===== src/design/rbe_pkg.sv =====
// Shared types, constants and tables for the range, bearing and arrival-time unit.
`default_nettype none
package rbe_pkg;

    // Root extraction: 33 result digits after a square stage and a sum stage.
    localparam int SQ_DIGITS = 33;
    localparam int SQ_LAT    = SQ_DIGITS + 2;

    // Arrival-time divider: one check stage plus one stage per quotient bit.
    localparam int DIV_BITS = 24;
    localparam int DIV_LAT  = DIV_BITS + 1;

    // CORDIC datapath widths.
    localparam int NORM_W = 41;
    localparam int CX_W   = 45;
    localparam int Z_W    = 32;
    localparam int NORM_STEPS = 6;
    localparam int NORM_SHIFT [NORM_STEPS] = '{32, 16, 8, 4, 2, 1};

    // Angles in 1/65536 hundredth of a degree.
    localparam logic [31:0] ANG_QUARTER   = 32'd589824000;
    localparam logic [31:0] ANG_HALF      = 32'd1179648000;
    localparam logic [31:0] ANG_FULL      = 32'd2359296000;
    localparam logic [31:0] ANG_HALF_HUND = 32'd32768;

    localparam logic [15:0] DEG_FULL      = 16'd36000;
    localparam logic [15:0] BOW_LOW       = 16'd50;
    localparam logic [15:0] BOW_HIGH      = 16'd35950;
    localparam logic [15:0] STERN_LOW     = 16'd17950;
    localparam logic [15:0] STERN_HIGH    = 16'd18050;
    localparam logic [15:0] DEG_HALF      = 16'd18000;

    localparam logic [27:0] RANGE_MAX     = 28'hFFFFFFF;
    localparam logic [23:0] ETA_MAX       = 24'hFFFFFF;
    localparam logic [12:0] YPU_RESET     = 13'd2000;
    localparam logic [5:0]  ETA_SCALE     = 6'd60;
    localparam logic [46:0] RANGE_ROUND   = 47'd32768;

    // atan(2^-i) in 1/65536 hundredth of a degree.
    localparam logic signed [31:0] ATAN_TAB [32] = '{
        32'sd294912000, 32'sd174096719, 32'sd91987925, 32'sd46694507,
        32'sd23437865,  32'sd11730358,  32'sd5866610,  32'sd2933484,
        32'sd1466764,   32'sd733385,    32'sd366693,   32'sd183346,
        32'sd91673,     32'sd45837,     32'sd22918,    32'sd11459,
        32'sd5730,      32'sd2865,      32'sd1432,     32'sd716,
        32'sd358,       32'sd179,       32'sd90,       32'sd45,
        32'sd22,        32'sd11,        32'sd6,        32'sd3,
        32'sd1,         32'sd1,         32'sd0,        32'sd0
    };

    typedef enum logic [1:0] {
        BAND_BOW   = 2'd0,
        BAND_STERN = 2'd1,
        BAND_STBD  = 2'd2,
        BAND_PORT  = 2'd3
    } band_t;

    // Offset quadrant and zero flag, carried beside the CORDIC angle.
    typedef struct packed {
        logic east_neg;
        logic north_neg;
        logic zero;
    } quad_t;

    typedef struct packed {
        logic [15:0] az;
        logic [15:0] rel;
        band_t       band;
    } ang_t;

    typedef struct packed {
        logic [15:0] az;
        logic [15:0] rel;
        logic [27:0] range_yd;
        band_t       band;
        logic [23:0] eta;
        logic        arv;
    } res_t;

endpackage
`default_nettype wire


===== src/design/rbe_div.sv =====
// Pipelined restoring divider for the arrival time, one quotient bit per stage.
`default_nettype none
module rbe_div (
    input  wire logic        clk,
    input  wire logic        en,
    input  wire logic [38:0] num,
    input  wire logic [23:0] den,
    output logic      [23:0] quo,
    output logic             sat
);
    import rbe_pkg::*;

    logic [38:0] rem_reg [DIV_BITS+1];
    logic [23:0] den_reg [DIV_BITS+1];
    logic [23:0] q_reg   [DIV_BITS+1];
    logic        sat_reg [DIV_BITS+1];

    // A quotient of 2^24 or more saturates; below that 24 steps suffice.
    always_ff @(posedge clk)
    begin
        if (en)
        begin
            rem_reg[0] <= num;
            den_reg[0] <= den;
            q_reg[0]   <= '0;
            sat_reg[0] <= {9'b0, num} >= {den, 24'b0};
        end
    end

    for (genvar k = 0; k < DIV_BITS; k++)
    begin : g_bit
        localparam int B = DIV_BITS - 1 - k;
        logic [47:0] dsh;

        assign dsh = {24'b0, den_reg[k]} << B;

        always_ff @(posedge clk)
        begin
            if (en)
            begin
                den_reg[k+1] <= den_reg[k];
                sat_reg[k+1] <= sat_reg[k];
                if ({9'b0, rem_reg[k]} >= dsh)
                begin
                    rem_reg[k+1] <= 39'({9'b0, rem_reg[k]} - dsh);
                    q_reg[k+1]   <= q_reg[k] | (24'd1 << B);
                end
                else
                begin
                    rem_reg[k+1] <= rem_reg[k];
                    q_reg[k+1]   <= q_reg[k];
                end
            end
        end
    end

    assign quo = q_reg[DIV_BITS];
    assign sat = sat_reg[DIV_BITS];
endmodule
`default_nettype wire

===== config.mk =====
export PLATFORM = sky130hd
export DESIGN_NAME = rbe_div
export DESIGN_NICKNAME = d
export VERILOG_FILES = /design/src/design/rbe_pkg.sv /design/src/design/rbe_div.sv
export SDC_FILE = /design/constraint.sdc
export NUM_CORES = 2
export LEC_CHECK = 0
export BUFFER_PORTS_ARGS = -buffer_cell sky130_fd_sc_hd__buf_2
export CAP_MARGIN = 20
export CORE_UTILIZATION = 35
export CTS_CLUSTER_SIZE = 25
export DETAILED_ROUTE_END_ITERATION = 6
export MAX_ROUTING_LAYER = met4
export PLACE_DENSITY = 0.54
export SYNTH_ARGS = -nofsm -noshare
export SYNTH_HDL_FRONTEND = slang
export SYNTH_SLANG_ARGS = --single-unit
export TNS_END_PERCENT = 5

===== constraint.sdc =====
create_clock -name clk -period 4.7 [get_ports clk]
set_input_delay 0.47 -clock clk [delete_from_list [all_inputs] [get_ports clk]]
set_output_delay 0.47 -clock clk [all_outputs]
set_load 0.01 [all_outputs]

* Word-level counts from Yosys, hierarchy flattened
Memories as Yosys holds them, arrays and structs flattened.
Index checks and enable logic that the tools add are counted.
Widths: inputs -> output; s select.
** Word-level totals
- Bits in registers :: 0
- Memory bits (writable) :: 2200
- Input bits :: 65
- Word-level logic and storage cells :: 295
- Memories :: 4
** Memory list
- rem_reg :: words 25, bits a word 39, rd ports 24, clocked after memory_dff 0, wr ports 25, RTL line rbe_div.sv:13 : logic [38:0] rem_reg [DIV_BITS+1];
- den_reg :: words 25, bits a word 24, rd ports 24, clocked after memory_dff 0, wr ports 25, RTL line rbe_div.sv:14 : logic [23:0] den_reg [DIV_BITS+1];
- q_reg :: words 25, bits a word 24, rd ports 25, clocked after memory_dff 0, wr ports 25, RTL line rbe_div.sv:15 : logic [23:0] q_reg [DIV_BITS+1];
- sat_reg :: words 25, bits a word 1, rd ports 25, clocked after memory_dff 0, wr ports 25, RTL line rbe_div.sv:16 : logic sat_reg [DIV_BITS+1];
** Cells by class
- Add/sub/neg operators :: 24
- Order comparisons :: 25
- Multiplexer cells :: 194
- Bitwise operators :: 48
** Operators by type and width (number)
- $mux 39 :: 24
- $mux 24 :: 24
- $sub 39x39->39 :: 9
- $mux 1 :: 146
- $ge 39x48->1 :: 1
- $or 1x1->1 :: 48
- $ge 39x47->1 :: 1
- $ge 39x46->1 :: 1
- $ge 39x45->1 :: 1
- $ge 39x44->1 :: 1
- $ge 39x43->1 :: 1
- $ge 39x42->1 :: 1
- $ge 39x41->1 :: 1
- $ge 39x40->1 :: 1
- $ge 39x24->1 :: 1
- $ge 39x25->1 :: 1
- $ge 39x26->1 :: 1
- $ge 39x27->1 :: 1
- $ge 39x28->1 :: 1
- $ge 39x29->1 :: 1
- $ge 39x30->1 :: 1
- $ge 39x31->1 :: 1
- $ge 39x32->1 :: 1
- $ge 39x33->1 :: 1
- other kinds (21) :: 21

* Logic depth before layout (Yosys ltp)
An unclocked memory read counts as a cell.
- Depth in word-level cells :: 6
- Mapped depth :: 15
- Depth with buffers taken out :: 14

* Least setup slack after synthesis
Ideal clock, no wire load.
- Path type :: reg-to-reg
- From :: memory rem_reg[16][7]
- To :: memory rem_reg[17][37] (data pin)
- Setup time :: 0.258 ns
- Data arrival time :: 3.498 ns
- Data required time :: 4.442 ns
- Setup slack :: 0.944 ns
- Cell stages (with the launch flop) :: 14
- Period minus slack after synthesis :: 3.756 ns
- Cells stage by stage :: edfxtp_1 > inv_1 > ha_1 > inv_1 > fa_1 > a211o_1 > a211oi_1 > o32ai_1 > a221o_1 > o41ai_1 > nor2_1 > or3_1 > or3_1 > xnor2_1
** RTL lines (RTL line)
- from (decl) :: rbe_div.sv:13

==> impl_results.md <==
- Area delta synth->final: 13.5%
- Post-DRT Antenna Nets: 0
- Synthesis warning total: 0
- Largest register FFs: 936
- Worst Setup EP: rem_reg[17][37]
- Cell taking the most area after synthesis: edfxtp_1
- Place WS: -0.171 ns
- Fin cells: 11.3k
- Drt first pass iters: 5
- Clock Tree Buf Depth: 3
- Share of the synthesized area in the top cell type: 0.604
- Final Hold Fails: 0
- Syn nets: 8114
- Adder-cell share of the synthesized area: 0.0810
- Fmax: 232 MHz
- FF+latch count, synth: 1837
- Worst Setup SP: rem_reg[16][7]
- Simple-gate share of the synthesized area: 0.0980
- Main synth FF type: edfxtp_1
- # DRC: 0
- TritonCTS clock tree: done
- Clk_lat worst skew: 0.90 ns
- Seq pwr share: 0.410
- Cells after DPL: 10.9k
- Share of cells above drive strength 1: 0.0866
- Worst Path Class, Setup: register to register
- Status: complete, no violations
- Commonest non-fill, non-tap cell in the layout: edfxtp_1
- Sw frac: 0.331
- Input/output buffers: 89
- Max-slew headroom: 0.287
- Post-synthesis compound-gate area fraction: 0.113
- Syn_area_per_cell: 12.2 µm²
- Largest family of logic cells by synthesized area: compound AO/OA/AOI/OAI gates
- Die area: 0.263 mm²
- Dpl hpwl: 155000 µm
- Static Leak: 39.7 nW
- Max-slew violations: 0
- Mux cell area share after synthesis: 0.0186
- Largest cells by area after synthesis: edfxtp_1 (60%), ha_1 (7.6%), o21ai_0 (3.0%)
- # Post-CTS Setup Buffers: 0
- Total track usage: 0.159
- Detailed-route via count: 56.8k
- Most frequent cells in the layout: edfxtp_1 (1837), inv_1 (698), nand2_1 (590), ha_1 (555), o21ai_0 (537)
- VDD IR-drop max: 0.000493 V
- Mapped Area: 0.0914 mm²
- Final Skew: 0.0863 ns
- Crit share post-route: 0.916
- Worst reg2reg path depth: 14
- Actual transition at the worst max-transition pin: 1.07 ns
- Filler cell count: 24.3k
- Post-synth EDFFs: 1837
- I/O pin count: 90
- NetSw: 19.2 mW
- RSZ-0062 raised after global routing: no
- Rows: 187
- Die W: 513 µm
- Combinational group share of total power: 0.324
- Final setup viols: 0
- Final wirelength: 205000 µm
- Ys async rst share: 0
- Die Ht: 513 µm
- Finished Cell Area: 0.104 mm²
- Mapped Cells: 7471
- Nets@finish: 8403
- Seq/Total Area, Yosys: 0.604
- Core area: 0.260 mm²
- Total power: 58.0 mW
- Min Tclk post-route: 4.31 ns
- Initial Utilization: 0.352
- Vias per inst: 5.01
- Worst EP required: 5.27 ns
- Power share of the clock group: 0.266
- Clock Sinks: 1837
- Post-Synth XOR/XNOR Area: 0.0483
- MaxCap Viol Count: 0
- Crit path DAT: 4.88 ns
- Power per standard cell area: 559 mW/mm²
- Synth unique cells: 84
- Clk pin slew, worst setup/hold paths: 0.06 ns
- Utilization after layout: 0.399
- Worst hold path type: input pin to register
- CTS buffer count: 205
- Initial antenna violation count: 3
- Final Worst Setup Slack: 0.393 ns
- First-pass GRT wire length: 320000 µm
- Crit path capture type: register
- # H-tree levels: 4
- RR Endpoint: rem_reg[17][37]
- CTS Root Cell: clkbuf_16
- GP Congestion: 0.969
- Setup slack, reg-to-reg: 0.39 ns
- Startpoint Class: register
- Placed cell area: 0.0965 mm²
- GRT overflow: 0
- Number of DRC markers in iteration 0: 2883
- Int Pwr: 38.8 mW
- Critical Path Fanout Max: 5
- Largest net degree at the start of global routing: 174
- Reg2reg start: rem_reg[16][7]
- Vias in the first global route: 59.6k
- WL/cell: 18.1 µm
synthesized netlist by cell type, types with 23 or more instances:
master    instances
a211oi_1         29
a21o_1          219
a21oi_1         473
a31oi_1          48
and3_1           44
buf_4            24
clkbuf_1        143
edfxtp_1       1837
fa_1             23
ha_1            555
inv_1           698
mux2_2          134
nand2_1         590
nand2b_1         92
nand3_1         122
nand4_1          83
nand4b_1         23
nor2_1          402
nor2b_1          82
nor3_1          120
nor4_1           85
nor4b_1          25
o21a_1           64
o21ai_0         539
o21bai_1         65
o31ai_1          35
or3_1            42
or4_1            27
xnor2_1         269
xor2_1          235
kinds of logic after synthesis:
family | Yosys count
AND/OR/NAND/NOR | 1833
multiplexers | 153
flip-flops | 1837
XOR/XNOR | 504
buffers and inverters | 879
AO/OA/AOI/OAI | 1687
adder cells (fa/ha/maj) | 578
metrics by stage:
stage | hold WS [ns] | setup TNS (ns)
after floorplan | 0.400 | 0
after global placement | 0.400 | -0.734
after detailed placement | 0.405 | -1.50
after CTS | 0.194 | 0
after global routing | 0.216 | 0
final | 0.292 | 0
power by group through the flow:
stage | Sequential (mW) | Combinational [mW] | Clock (mW)
detailed placement | 24.1 | 18.7 | 0
CTS | 23.8 | 18.8 | 16.0
global route | 24.1 | 20.9 | 16.6
finish | 23.8 | 18.8 | 15.4
global placement | 24.1 | 18.3 | 0
floorplan | 23.4 | 14.0 | 0
critical path: stages, from the launching register on:
cell,delay (ns)
edfxtp_1,0.36
inv_1,0.09
ha_1,0.18
inv_1,0.08
fa_1,0.43
a211o_1,0.30
a211oi_1,0.38
o32ai_1,0.29
a221o_1,0.44
o41ai_1,0.30
buf_4,0.20
nor2_1,0.04
or3_1,0.43
or3_1,0.34
xnor2_1,0.13
layout make-up:
type | instances | area (µm²) | share of cell area
clock buffer | 247 | 5290 | 0.0510
tap | 3402 | 4260 | 0.0410
inverter | 699 | 2620 | 0.0253
multi-input combinational | 4755 | 33000 | 0.318
clock inverter | 130 | 1270 | 0.0122
antenna | 1 | 2.50 | 0.0000241
timing repair buffer | 262 | 2160 | 0.0208
sequential | 1837 | 55200 | 0.532
per-layer routing:
metal	track usage	wire, µm
met1	0.132	68100
met2	0.320	118000
met3	0.0231	5740
met4	0.101	14100
met5	-	0
worst min path at each step:
stage,startpoint,depth (start not counted),slack (ns),end
floorplan,q_reg[0][93],0,0.40,q_reg[0][117]
global placement,q_reg[0][353],0,0.40,q_reg[0][377]
CTS,num[23],2,0.19,rem_reg[0][23]
global route,num[0],2,0.22,rem_reg[0][0]
detailed placement,q_reg[0][191],0,0.40,q_reg[0][215]
finish,num[0],2,0.29,rem_reg[0][0]
timing repair:
| action | 4_1_cts | 5_1_grt |
|---|---|---|
| setup endpoints to repair | 10 | 2 |
| endpoints found under the hold margin | 72 | 0 |
| cloned | 0 | 0 |
| resized for setup | 1 | 1 |
| hold buffers | 64 | 0 |
No activity file was read; power rests on OpenSTA's default activity.
